--- src/rtl/mps_pkg.sv ---
`timescale 1ns / 1ps

package mps_pkg;

   localparam int GRID_ROWS_DEF   = 16;
   localparam int GRID_COLS_DEF   = 16;
   localparam int STACK_DEPTH_DEF = 64;

   localparam int COORD_W = 5;
   localparam int DIR_W   = 3;
   localparam int OUT_W   = 2;
   localparam int LIM_W   = 7;
   localparam int NB_W    = 6;

   // compass codes as they appear on rsp_step_dir
   localparam logic [DIR_W-1:0] DIR_N  = 3'd0;
   localparam logic [DIR_W-1:0] DIR_NE = 3'd1;
   localparam logic [DIR_W-1:0] DIR_E  = 3'd2;
   localparam logic [DIR_W-1:0] DIR_SE = 3'd3;
   localparam logic [DIR_W-1:0] DIR_S  = 3'd4;
   localparam logic [DIR_W-1:0] DIR_SW = 3'd5;
   localparam logic [DIR_W-1:0] DIR_W_ = 3'd6;
   localparam logic [DIR_W-1:0] DIR_NW = 3'd7;

   localparam logic [OUT_W-1:0] OUT_PATH     = 2'd0;
   localparam logic [OUT_W-1:0] OUT_NO_PATH  = 2'd1;
   localparam logic [OUT_W-1:0] OUT_OVERFLOW = 2'd2;

   localparam logic [1:0] CSR_ROWS_USED = 2'd0;
   localparam logic [1:0] CSR_COLS_USED = 2'd1;

   localparam logic [COORD_W-1:0] ROWS_USED_RST = 5'd11;
   localparam logic [COORD_W-1:0] COLS_USED_RST = 5'd15;

   typedef struct packed {
      logic [COORD_W-1:0] row;
      logic [COORD_W-1:0] col;
      logic [DIR_W-1:0]   dir;
   } stack_entry_type;

   typedef struct packed {
      logic [NB_W-1:0] row;
      logic [NB_W-1:0] col;
      logic            in_grid;
      logic            at_goal;
   } probe_type;

   // row step, two's complement
   function automatic logic [NB_W-1:0] dir_dr(input logic [DIR_W-1:0] d);
      logic [NB_W-1:0] r;
      unique case (d)
         DIR_N, DIR_NE, DIR_NW: r = '1;
         DIR_SE, DIR_S, DIR_SW: r = 6'd1;
         default:               r = '0;
      endcase
      return r;
   endfunction

   // column step, two's complement
   function automatic logic [NB_W-1:0] dir_dc(input logic [DIR_W-1:0] d);
      logic [NB_W-1:0] r;
      unique case (d)
         DIR_NE, DIR_E, DIR_SE:  r = 6'd1;
         DIR_SW, DIR_W_, DIR_NW: r = '1;
         default:                r = '0;
      endcase
      return r;
   endfunction

   // trial order E,S,W,N,SE,SW,NW,NE; bit 3 set once all are tried
   function automatic logic [DIR_W:0] dir_next(input logic [DIR_W-1:0] d);
      logic [DIR_W:0] r;
      unique case (d)
         DIR_N:   r = {1'b0, DIR_SE};
         DIR_NE:  r = 4'b1000;
         DIR_E:   r = {1'b0, DIR_S};
         DIR_SE:  r = {1'b0, DIR_SW};
         DIR_S:   r = {1'b0, DIR_W_};
         DIR_SW:  r = {1'b0, DIR_NW};
         DIR_W_:  r = {1'b0, DIR_N};
         default: r = {1'b0, DIR_NE};
      endcase
      return r;
   endfunction

endpackage

--- src/rtl/maze_path_search.sv ---
`timescale 1ns / 1ps
// Maze path search, depth-first walk over eight neighbours.
// req_ channel: func 0 writes one wall bit at (cell_row, cell_col) when that cell
//   lies in the grid, and gives no rsp beat. func 1 starts a search.
// rsp_ channel: one beat per path cell from goal back to start, or a single
//   beat with outcome no-path or overflow; last marks the final beat.
// csr_ channel: index 0 rows_used, index 1 cols_used; always ready.
// Search steps: a clearing pass over the visited map of GRID_ROWS*GRID_COLS
//   cells (256 by default), then each neighbour is tried through the single
//   probe unit and the registered map read, back-up steps restore a cell from
//   the stack, and each rsp beat is read through the stack memory port.
// req_ready is high only while no search runs and no rsp beat is pending,
//   so one item is in work at a time.
// A stalled receiver holds the rsp beat in the output register; the walk
//   waits until it is taken.
// Reset returns to idle with no rsp beat pending and restores rows_used 11
//   and cols_used 15; wall contents are kept as written.
module maze_path_search #(
   parameter int GRID_ROWS   = mps_pkg::GRID_ROWS_DEF,
   parameter int GRID_COLS   = mps_pkg::GRID_COLS_DEF,
   parameter int STACK_DEPTH = mps_pkg::STACK_DEPTH_DEF
) (
   input  logic                        clock,
   input  logic                        reset,
   input  logic                        req_valid,
   output logic                        req_ready,
   input  logic                        req_func,
   input  logic [mps_pkg::COORD_W-1:0] req_cell_row,
   input  logic [mps_pkg::COORD_W-1:0] req_cell_col,
   input  logic                        req_wall,
   output logic                        rsp_valid,
   input  logic                        rsp_ready,
   output logic [mps_pkg::COORD_W-1:0] rsp_step_row,
   output logic [mps_pkg::COORD_W-1:0] rsp_step_col,
   output logic [mps_pkg::DIR_W-1:0]   rsp_step_dir,
   output logic [mps_pkg::OUT_W-1:0]   rsp_outcome,
   output logic                        rsp_last,
   input  logic                        csr_valid,
   output logic                        csr_ready,
   input  logic [1:0]                  csr_index,
   input  logic [mps_pkg::COORD_W-1:0] csr_data
);

   localparam int CELLS  = GRID_ROWS * GRID_COLS;
   localparam int ADDR_W = $clog2(CELLS);
   localparam int SA_W   = $clog2(STACK_DEPTH);
   localparam int CNT_W  = $clog2(STACK_DEPTH + 1);

   localparam logic [mps_pkg::LIM_W-1:0] ROW_LIM  = mps_pkg::LIM_W'(GRID_ROWS);
   localparam logic [mps_pkg::LIM_W-1:0] COL_LIM  = mps_pkg::LIM_W'(GRID_COLS);
   localparam logic [ADDR_W-1:0]         CLR_LAST = ADDR_W'(CELLS - 1);
   localparam logic [CNT_W-1:0]          CNT_FULL = CNT_W'(STACK_DEPTH);
   localparam logic [CNT_W-1:0]          CNT_TOP  = CNT_W'(STACK_DEPTH - 1);

   typedef enum logic [9:0] {
      ST_IDLE    = 10'b00_0000_0001,
      ST_CLEAR   = 10'b00_0000_0010,
      ST_PROBE   = 10'b00_0000_0100,
      ST_CHECK   = 10'b00_0000_1000,
      ST_DEAD    = 10'b00_0001_0000,
      ST_RESTORE = 10'b00_0010_0000,
      ST_GOAL    = 10'b00_0100_0000,
      ST_READ    = 10'b00_1000_0000,
      ST_LOAD    = 10'b01_0000_0000,
      ST_WAIT    = 10'b10_0000_0000
   } state_type;

   state_type                   state_ff, state_in;
   logic [mps_pkg::COORD_W-1:0] rows_used_ff, rows_used_in;
   logic [mps_pkg::COORD_W-1:0] cols_used_ff, cols_used_in;
   logic [CNT_W-1:0]            count_ff, count_in;
   logic [mps_pkg::COORD_W-1:0] cur_row_ff, cur_row_in;
   logic [mps_pkg::COORD_W-1:0] cur_col_ff, cur_col_in;
   logic [mps_pkg::DIR_W-1:0]   try_dir_ff, try_dir_in;
   logic [ADDR_W-1:0]           clr_ff, clr_in;
   logic                        rsp_valid_ff, rsp_valid_in;
   logic [mps_pkg::COORD_W-1:0] rsp_row_ff, rsp_row_in;
   logic [mps_pkg::COORD_W-1:0] rsp_col_ff, rsp_col_in;
   logic [mps_pkg::DIR_W-1:0]   rsp_dir_ff, rsp_dir_in;
   logic [mps_pkg::OUT_W-1:0]   rsp_outcome_ff, rsp_outcome_in;
   logic                        rsp_last_ff, rsp_last_in;

   logic [mps_pkg::LIM_W-1:0]   goal_row;
   logic [mps_pkg::LIM_W-1:0]   goal_col;
   logic                        idle;
   mps_pkg::probe_type          probe;
   logic [ADDR_W-1:0]           cell_addr;
   logic [mps_pkg::DIR_W:0]     nxt_dir;
   logic                        wall_we;
   logic                        vis_we;
   logic                        vis_wdata;
   logic [ADDR_W-1:0]           vis_waddr;
   logic                        wall_rd;
   logic                        vis_rd;
   logic                        stk_we;
   mps_pkg::stack_entry_type    stk_wdata;
   mps_pkg::stack_entry_type    stk_rdata;
   logic [CNT_W-1:0]            count_m1;

   assign idle = (state_ff == ST_IDLE);

   // rows_used/cols_used clamped to 1..grid size
   assign goal_row = (rows_used_ff == '0) ? 7'd1 :
                     (({2'b0, rows_used_ff} > ROW_LIM) ? ROW_LIM : {2'b0, rows_used_ff});
   assign goal_col = (cols_used_ff == '0) ? 7'd1 :
                     (({2'b0, cols_used_ff} > COL_LIM) ? COL_LIM : {2'b0, cols_used_ff});

   mps_probe #(
      .GRID_COLS (GRID_COLS),
      .ADDR_W    (ADDR_W)
   ) u_probe (
      .base_row (idle ? req_cell_row : cur_row_ff),
      .base_col (idle ? req_cell_col : cur_col_ff),
      .dir      (try_dir_ff),
      .step_en  (!idle),
      .lim_row  (idle ? ROW_LIM : goal_row),
      .lim_col  (idle ? COL_LIM : goal_col),
      .probe    (probe),
      .addr     (cell_addr)
   );

   mps_grid #(
      .CELLS  (CELLS),
      .ADDR_W (ADDR_W)
   ) u_grid (
      .clock      (clock),
      .wall_we    (wall_we),
      .wall_wdata (req_wall),
      .vis_we     (vis_we),
      .vis_wdata  (vis_wdata),
      .vis_waddr  (vis_waddr),
      .addr       (cell_addr),
      .wall_rd    (wall_rd),
      .vis_rd     (vis_rd)
   );

   assign count_m1 = count_ff - 1'b1;

   mps_stack #(
      .DEPTH (STACK_DEPTH),
      .SA_W  (SA_W)
   ) u_stack (
      .clock (clock),
      .we    (stk_we),
      .waddr (count_ff[SA_W-1:0]),
      .wdata (stk_wdata),
      .raddr (count_m1[SA_W-1:0]),
      .rdata (stk_rdata)
   );

   assign nxt_dir = mps_pkg::dir_next(try_dir_ff);

   assign wall_we = idle && req_valid && !req_func && probe.in_grid;

   always_comb begin
      state_in       = state_ff;
      count_in       = count_ff;
      cur_row_in     = cur_row_ff;
      cur_col_in     = cur_col_ff;
      try_dir_in     = try_dir_ff;
      clr_in         = clr_ff;
      rsp_valid_in   = rsp_valid_ff;
      rsp_row_in     = rsp_row_ff;
      rsp_col_in     = rsp_col_ff;
      rsp_dir_in     = rsp_dir_ff;
      rsp_outcome_in = rsp_outcome_ff;
      rsp_last_in    = rsp_last_ff;
      vis_we         = 1'b0;
      vis_wdata      = 1'b1;
      vis_waddr      = cell_addr;
      stk_we         = 1'b0;
      stk_wdata      = '{row: cur_row_ff, col: cur_col_ff, dir: try_dir_ff};

      unique case (state_ff)
         ST_IDLE: begin
            if (req_valid && req_func) begin
               clr_in   = '0;
               state_in = ST_CLEAR;
            end
         end
         ST_CLEAR: begin
            // start cell ends up marked
            vis_we    = 1'b1;
            vis_waddr = clr_ff;
            vis_wdata = (clr_ff == '0);
            clr_in    = clr_ff + 1'b1;
            if (clr_ff == CLR_LAST) begin
               count_in   = '0;
               cur_row_in = 5'd1;
               cur_col_in = 5'd1;
               try_dir_in = mps_pkg::DIR_E;
               if (goal_row == 7'd1 && goal_col == 7'd1) begin
                  rsp_valid_in   = 1'b1;
                  rsp_row_in     = 5'd1;
                  rsp_col_in     = 5'd1;
                  rsp_dir_in     = mps_pkg::DIR_E;
                  rsp_outcome_in = mps_pkg::OUT_PATH;
                  rsp_last_in    = 1'b1;
                  state_in       = ST_WAIT;
               end else begin
                  state_in = ST_PROBE;
               end
            end
         end
         ST_PROBE: begin
            if (probe.in_grid) begin
               state_in = ST_CHECK;
            end else if (nxt_dir[mps_pkg::DIR_W]) begin
               state_in = ST_DEAD;
            end else begin
               try_dir_in = nxt_dir[mps_pkg::DIR_W-1:0];
            end
         end
         ST_CHECK: begin
            if (vis_rd || wall_rd) begin
               if (nxt_dir[mps_pkg::DIR_W]) begin
                  state_in = ST_DEAD;
               end else begin
                  try_dir_in = nxt_dir[mps_pkg::DIR_W-1:0];
                  state_in   = ST_PROBE;
               end
            end else if (count_ff == CNT_FULL) begin
               rsp_valid_in   = 1'b1;
               rsp_row_in     = '0;
               rsp_col_in     = '0;
               rsp_dir_in     = mps_pkg::DIR_N;
               rsp_outcome_in = mps_pkg::OUT_OVERFLOW;
               rsp_last_in    = 1'b1;
               state_in       = ST_WAIT;
            end else begin
               stk_we     = 1'b1;
               vis_we     = 1'b1;
               count_in   = count_ff + 1'b1;
               cur_row_in = probe.row[mps_pkg::COORD_W-1:0];
               cur_col_in = probe.col[mps_pkg::COORD_W-1:0];
               try_dir_in = mps_pkg::DIR_E;
               if (!probe.at_goal) begin
                  state_in = ST_PROBE;
               end else if (count_ff == CNT_TOP) begin
                  rsp_valid_in   = 1'b1;
                  rsp_row_in     = '0;
                  rsp_col_in     = '0;
                  rsp_dir_in     = mps_pkg::DIR_N;
                  rsp_outcome_in = mps_pkg::OUT_OVERFLOW;
                  rsp_last_in    = 1'b1;
                  state_in       = ST_WAIT;
               end else begin
                  state_in = ST_GOAL;
               end
            end
         end
         ST_DEAD: begin
            if (count_ff == '0) begin
               rsp_valid_in   = 1'b1;
               rsp_row_in     = '0;
               rsp_col_in     = '0;
               rsp_dir_in     = mps_pkg::DIR_N;
               rsp_outcome_in = mps_pkg::OUT_NO_PATH;
               rsp_last_in    = 1'b1;
               state_in       = ST_WAIT;
            end else begin
               count_in = count_m1;
               state_in = ST_RESTORE;
            end
         end
         ST_RESTORE: begin
            cur_row_in = stk_rdata.row;
            cur_col_in = stk_rdata.col;
            try_dir_in = mps_pkg::DIR_E;
            state_in   = ST_PROBE;
         end
         ST_GOAL: begin
            stk_we    = 1'b1;
            stk_wdata = '{row: cur_row_ff, col: cur_col_ff, dir: mps_pkg::DIR_E};
            count_in  = count_ff + 1'b1;
            state_in  = ST_READ;
         end
         ST_READ: begin
            count_in = count_m1;
            state_in = ST_LOAD;
         end
         ST_LOAD: begin
            rsp_valid_in   = 1'b1;
            rsp_row_in     = stk_rdata.row;
            rsp_col_in     = stk_rdata.col;
            rsp_dir_in     = stk_rdata.dir;
            rsp_outcome_in = mps_pkg::OUT_PATH;
            rsp_last_in    = (count_ff == '0);
            state_in       = ST_WAIT;
         end
         ST_WAIT: begin
            if (rsp_ready) begin
               rsp_valid_in = 1'b0;
               state_in     = rsp_last_ff ? ST_IDLE : ST_READ;
            end
         end
         default: begin
            state_in = ST_IDLE;
         end
      endcase
   end

   always_comb begin
      rows_used_in = rows_used_ff;
      cols_used_in = cols_used_ff;
      if (csr_valid) begin
         unique case (csr_index)
            mps_pkg::CSR_ROWS_USED: rows_used_in = csr_data;
            mps_pkg::CSR_COLS_USED: cols_used_in = csr_data;
            default: begin
            end
         endcase
      end
   end

   always_ff @(posedge clock) begin
      if (reset) begin
         state_ff     <= ST_IDLE;
         rows_used_ff <= mps_pkg::ROWS_USED_RST;
         cols_used_ff <= mps_pkg::COLS_USED_RST;
         count_ff     <= '0;
         cur_row_ff   <= 5'd1;
         cur_col_ff   <= 5'd1;
         try_dir_ff   <= mps_pkg::DIR_E;
         rsp_valid_ff <= 1'b0;
      end else begin
         state_ff     <= state_in;
         rows_used_ff <= rows_used_in;
         cols_used_ff <= cols_used_in;
         count_ff     <= count_in;
         cur_row_ff   <= cur_row_in;
         cur_col_ff   <= cur_col_in;
         try_dir_ff   <= try_dir_in;
         rsp_valid_ff <= rsp_valid_in;
      end
   end

   always_ff @(posedge clock) begin
      clr_ff         <= clr_in;
      rsp_row_ff     <= rsp_row_in;
      rsp_col_ff     <= rsp_col_in;
      rsp_dir_ff     <= rsp_dir_in;
      rsp_outcome_ff <= rsp_outcome_in;
      rsp_last_ff    <= rsp_last_in;
   end

   assign req_ready    = idle;
   assign csr_ready    = 1'b1;
   assign rsp_valid    = rsp_valid_ff;
   assign rsp_step_row = rsp_row_ff;
   assign rsp_step_col = rsp_col_ff;
   assign rsp_step_dir = rsp_dir_ff;
   assign rsp_outcome  = rsp_outcome_ff;
   assign rsp_last     = rsp_last_ff;

endmodule

--- src/rtl/mps_probe.sv ---
`timescale 1ns / 1ps

module mps_probe #(
   parameter int GRID_COLS = mps_pkg::GRID_COLS_DEF,
   parameter int ADDR_W    = 8
) (
   input  logic [mps_pkg::COORD_W-1:0] base_row,
   input  logic [mps_pkg::COORD_W-1:0] base_col,
   input  logic [mps_pkg::DIR_W-1:0]   dir,
   input  logic                        step_en,
   input  logic [mps_pkg::LIM_W-1:0]   lim_row,
   input  logic [mps_pkg::LIM_W-1:0]   lim_col,
   output mps_pkg::probe_type          probe,
   output logic [ADDR_W-1:0]           addr
);

   localparam int PROD_W = mps_pkg::NB_W + $clog2(GRID_COLS + 1) + 1;

   logic [mps_pkg::NB_W-1:0] nr;
   logic [mps_pkg::NB_W-1:0] nc;
   logic [mps_pkg::NB_W-1:0] dr;
   logic [mps_pkg::NB_W-1:0] dc;
   logic [PROD_W-1:0]        lin;

   assign dr = step_en ? mps_pkg::dir_dr(dir) : '0;
   assign dc = step_en ? mps_pkg::dir_dc(dir) : '0;
   assign nr = {1'b0, base_row} + dr;
   assign nc = {1'b0, base_col} + dc;

   assign lin = PROD_W'(nr - 6'd1) * PROD_W'(GRID_COLS) + PROD_W'(nc - 6'd1);

   assign probe.row     = nr;
   assign probe.col     = nc;
   assign probe.in_grid = (nr != '0) && (nc != '0) &&
                          ({1'b0, nr} <= lim_row) && ({1'b0, nc} <= lim_col);
   assign probe.at_goal = ({1'b0, nr} == lim_row) && ({1'b0, nc} == lim_col);
   assign addr          = lin[ADDR_W-1:0];

endmodule

--- src/rtl/mps_grid.sv ---
`timescale 1ns / 1ps

module mps_grid #(
   parameter int CELLS  = 256,
   parameter int ADDR_W = 8
) (
   input  logic              clock,
   input  logic              wall_we,
   input  logic              wall_wdata,
   input  logic              vis_we,
   input  logic              vis_wdata,
   input  logic [ADDR_W-1:0] vis_waddr,
   input  logic [ADDR_W-1:0] addr,
   output logic              wall_rd,
   output logic              vis_rd
);

   logic wall_mem_ff [CELLS];
   logic vis_mem_ff  [CELLS];
   logic wall_rd_ff;
   logic vis_rd_ff;

   // loads write through the same address path the walk reads with
   always_ff @(posedge clock) begin
      if (wall_we) begin
         wall_mem_ff[addr] <= wall_wdata;
      end
      wall_rd_ff <= wall_mem_ff[addr];
   end

   always_ff @(posedge clock) begin
      if (vis_we) begin
         vis_mem_ff[vis_waddr] <= vis_wdata;
      end
      vis_rd_ff <= vis_mem_ff[addr];
   end

   assign wall_rd = wall_rd_ff;
   assign vis_rd  = vis_rd_ff;

endmodule

--- src/rtl/mps_stack.sv ---
`timescale 1ns / 1ps

module mps_stack #(
   parameter int DEPTH = mps_pkg::STACK_DEPTH_DEF,
   parameter int SA_W  = 6
) (
   input  logic                     clock,
   input  logic                     we,
   input  logic [SA_W-1:0]          waddr,
   input  mps_pkg::stack_entry_type wdata,
   input  logic [SA_W-1:0]          raddr,
   output mps_pkg::stack_entry_type rdata
);

   mps_pkg::stack_entry_type mem_ff [DEPTH];
   mps_pkg::stack_entry_type rdata_ff;

   always_ff @(posedge clock) begin
      if (we) begin
         mem_ff[waddr] <= wdata;
      end
      rdata_ff <= mem_ff[raddr];
   end

   assign rdata = rdata_ff;

endmodule

--- config.mk ---
export PLATFORM = sky130hd
export DESIGN_NAME = maze_path_search
export DESIGN_NICKNAME = d
export VERILOG_FILES = /design/src/rtl/mps_pkg.sv /design/src/rtl/maze_path_search.sv /design/src/rtl/mps_probe.sv /design/src/rtl/mps_grid.sv /design/src/rtl/mps_stack.sv
export SDC_FILE = /design/constraint.sdc
export NUM_CORES = 2
export LEC_CHECK = 0
export ABC_AREA = 1
export BUFFER_PORTS_ARGS = -buffer_cell sky130_fd_sc_hd__buf_2
export CAP_MARGIN = 15
export CORE_MARGIN = 1
export CORE_UTILIZATION = 35
export DETAILED_ROUTE_END_ITERATION = 6
export PLACE_DENSITY = 0.57
export SYNTH_ARGS = -nofsm -noshare
export SYNTH_HDL_FRONTEND = slang
export SYNTH_SLANG_ARGS = --single-unit
--- constraint.sdc ---
create_clock -name clock -period 20.2 [get_ports clock]
set_input_delay 1.01 -clock clock [delete_from_list [all_inputs] [get_ports clock]]
set_output_delay 1.01 -clock clock [all_outputs]
set_load 0.005 [all_outputs]
==> reports/qor.csv <==
metric,value,unit
worst rel slew slack,21.8,%
CTS tree,yes,
CP Max Fanout,73,
DRT Pass-1 Iters,5,
Layout fillers,16500,
Yosys top cell area share,66.7,%
Chip Width,422,µm
worst-margin pin slew,1.17,ns
leading area contributor after synthesis,edfxtp_1,
CP endpoint kind,flip-flop,
"commonest non-fill, non-tap cell in the layout",edfxtp_1,
Iteration-0 DRC Markers,4153,
"EDFF count, synth",1368,
status,finished clean,
CTS buffer count,149,
area of the multi-input gates,0.0176,mm²
"Cell Chain, Critical Path",inv_1 > nand2_1 > nor2_2 > nand2_1 > nor2_1 > buf_4 > nand2_1 > nand2_1 > ha_4 > inv_6 > ha_1 > inv_1 > nor2_2 > nand3_1 > xor2_1 > ha_1 > fa_1 > xnor2_2 > buf_4 > o21ai_2 > nand3_4 > nor2_1,
crit path kind,reg2reg,
final wirelength,166000,µm
Slowest Stage Delay on Critical Path,0.75,ns
first-pass GRT wire length,248000,µm
Yosys reg bits,1424,
"CTS clk-pin slew, worst paths",0.06,ns
post-synth net total,5240,
Post-Route Skew,0.0809,ns
WP buf/inv,5,
CP max stage cell,o21ai_2,
vias in the first global route,38400,
DPL Wire Length,91200,µm
Routed Antenna Nets,0,
# Post-CTS Setup Buffers,0,
CTS resizes,0,
vias per cell,5.31,
worst-skew pair later-pin latency,0.81,ns
Num Clock Sinks,1424,
ratio of cells with drive above 1 in the final layout,10.2,%
RSZ-0062 raised after global routing,no,
fraction of registers with async set/reset,0,%
YS warnings,0,
Bufs on Longest Clock Path,3,
endpoints failing setup,0,
Initial Utilization,35.3,%
fin util,39.6,%
Tmin final,5.79,ns
MaxCap Viol Count,0,
"most used cell, CP",nand2_1,
GP Congestion,0.829,
Tot GR Track Use,18.3,%
HP Class,in2reg,
largest net degree at the start of global routing,153,
Root Driver,clkbuf_16,
Startpoint Class,flip-flop,
Final #Nets,5199,
CTS Hold Bufs,0,
most frequent cells in the layout,"1368 x edfxtp_1, 1291 x nor2_1, 480 x o21ai_0",
Core Box Area,0.174,mm²
Final TNS setup,0,ns
Final Hold Fails,0,
antenna violations before repair,5,
Yosys cell types,56,
drt wl/cell,21.9,µm
sequential cell area fraction in the yosys report,68.5,%
final period utilization,28.7,%
Worst Path Required,20.67,ns
WHS,0.445,ns
CP Data Arrival Time,6.26,ns
Max Slew Vio Count,0,
Max Clock Freq,0.173,GHz
top post-synthesis cells by area,"edfxtp_1 67%, nor2_1 8.0%, o21ai_0 3.9%",
Port Buffers,41,
Post-Synthesis Cells,5181,
Die Height,422,µm
io pins,43,
Mapped Area,0.0616,mm²
Vias,40300,
cell family with most CP delay,simple AND/OR/NAND/NOR gates,
post-route DRC violation count,0,
P&R area growth vs syn,12.1,%
top_reg_cell synth,edfxtp_1,
Avg Inst Size Synth,11.9,µm²
register area,0.0422,mm²
global route overflow,0,
Rows,153,
H-tree depth,4,
die area,0.178,mm²
==> worst register-to-register path, delay by kind of cell, from the launching register on <==
kind                       cells  cell delay [ns]
AOI/OAI and AO/OA              1             0.75
xor gates and xnor gates       2             0.36
adders and majority gates      4             1.33
buffers and inverters          5             1.13
DFF                            1             0.35
and+or+nand+nor               10             1.54
==> metrics by stage <==
| stage | setup slack, ns | cell area, µm² | std cells |
|---|---|---|---|
| 6_report | 14.41 | 69000 | 7587 |
| 5_1_grt | 14.03 | 69000 | 7585 |
| 4_1_cts | 14.41 | 69000 | 7582 |
| 3_5_place_dp | 14.39 | 64300 | 7313 |
| 3_3_place_gp | 14.42 | 64300 | 7313 |
| 2_1_floorplan | 2.36 | 61600 | 5181 |
==> synthesized netlist by cell type (all sizes together) (4+ instances only) <==
cell type / number
o221ai: 137
xor2: 9
nand3: 222
a221oi: 4
ha: 32
dfxtp: 56
o211ai: 73
o32ai: 80
nor2: 1334
nor4: 9
a21oi: 52
nand4: 18
inv: 132
clkbuf: 226
xnor2: 6
nor3: 18
edfxtp: 1368
nand2: 499
nand3b: 4
buf: 122
o22ai: 71
a22oi: 4
mux2i: 198
o21ai: 484
==> cell families (layout without fill, tap and decap cells) <==
group / Yosys count / after routing / share of synthesized area (%)
AO/OA/AOI/OAI: 917 / 917 / 9.35
buffers and inverters: 483 / 560 / 3.30
AND/OR/NAND/NOR: 2108 / 2108 / 14.7
XOR/XNOR: 15 / 15 / 0.225
multiplexers: 198 / 198 / 3.22
other: 1 / 5 / 0.00609
adder cells (fa/ha/maj): 35 / 35 / 0.747
flip-flops: 1424 / 1424 / 68.5
==> cell type report <==
cell class	instances	share of cell area (%)
diodes	4	0.0145
clock buffers	182	5.64
repair buffers	156	1.60
multi-input cells	3274	25.5
clock inverters	87	1.14
inverters	135	0.770
well taps	2325	4.21
flip-flops and latches	1424	61.2
==> flip-flops by register name, indices dropped and copies added, names as in the netlist, 2 cells and up <==
register            flops
clr_ff                  8
cols_used_ff            5
count_ff                7
cur_col_ff              5
cur_row_ff              5
rows_used_ff            5
rsp_outcome             2
rsp_step_col            5
rsp_step_dir            3
rsp_step_row            5
state_ff               10
try_dir_ff              3
u_grid.vis_mem_ff     256
u_grid.wall_mem_ff    256
u_stack.mem_ff        832
u_stack.rdata          13
==> final timing paths <==
| path | start | endpoint | slack (ns) | cells past startpoint |
|---|---|---|---|---|
| hold reg to reg | rows_used_ff[0]$_SDFFE_PP1P_ | rows_used_ff[0]$_SDFFE_PP1P_ | 0.48 | 2 |
| hold / removal | csr_data[3] | cols_used_ff[3]$_SDFFE_PP1P_ | 0.45 | 3 |
| setup / recovery | state_ff[1]$_SDFFE_PP0P_ | u_grid.vis_mem_ff[93]$_DFFE_PP_ | 14.41 | 22 |
| setup reg to reg | state_ff[1]$_SDFFE_PP0P_ | u_grid.vis_mem_ff[93]$_DFFE_PP_ | 14.41 | 22 |
==> layer usage <==
metal  global-route usage, %  up-vias  wire length, µm
li1                        -    18600                -
met5                       0        -                0
met3                    3.09      244            10900
met2                    29.3     1269            78400
met4                    6.45        0             5130
met1                    25.1    20200            71700
Power is left out: the tool's default activity adds up to more than one toggle a clock period on the data nets, which glitch-free logic cannot reach.
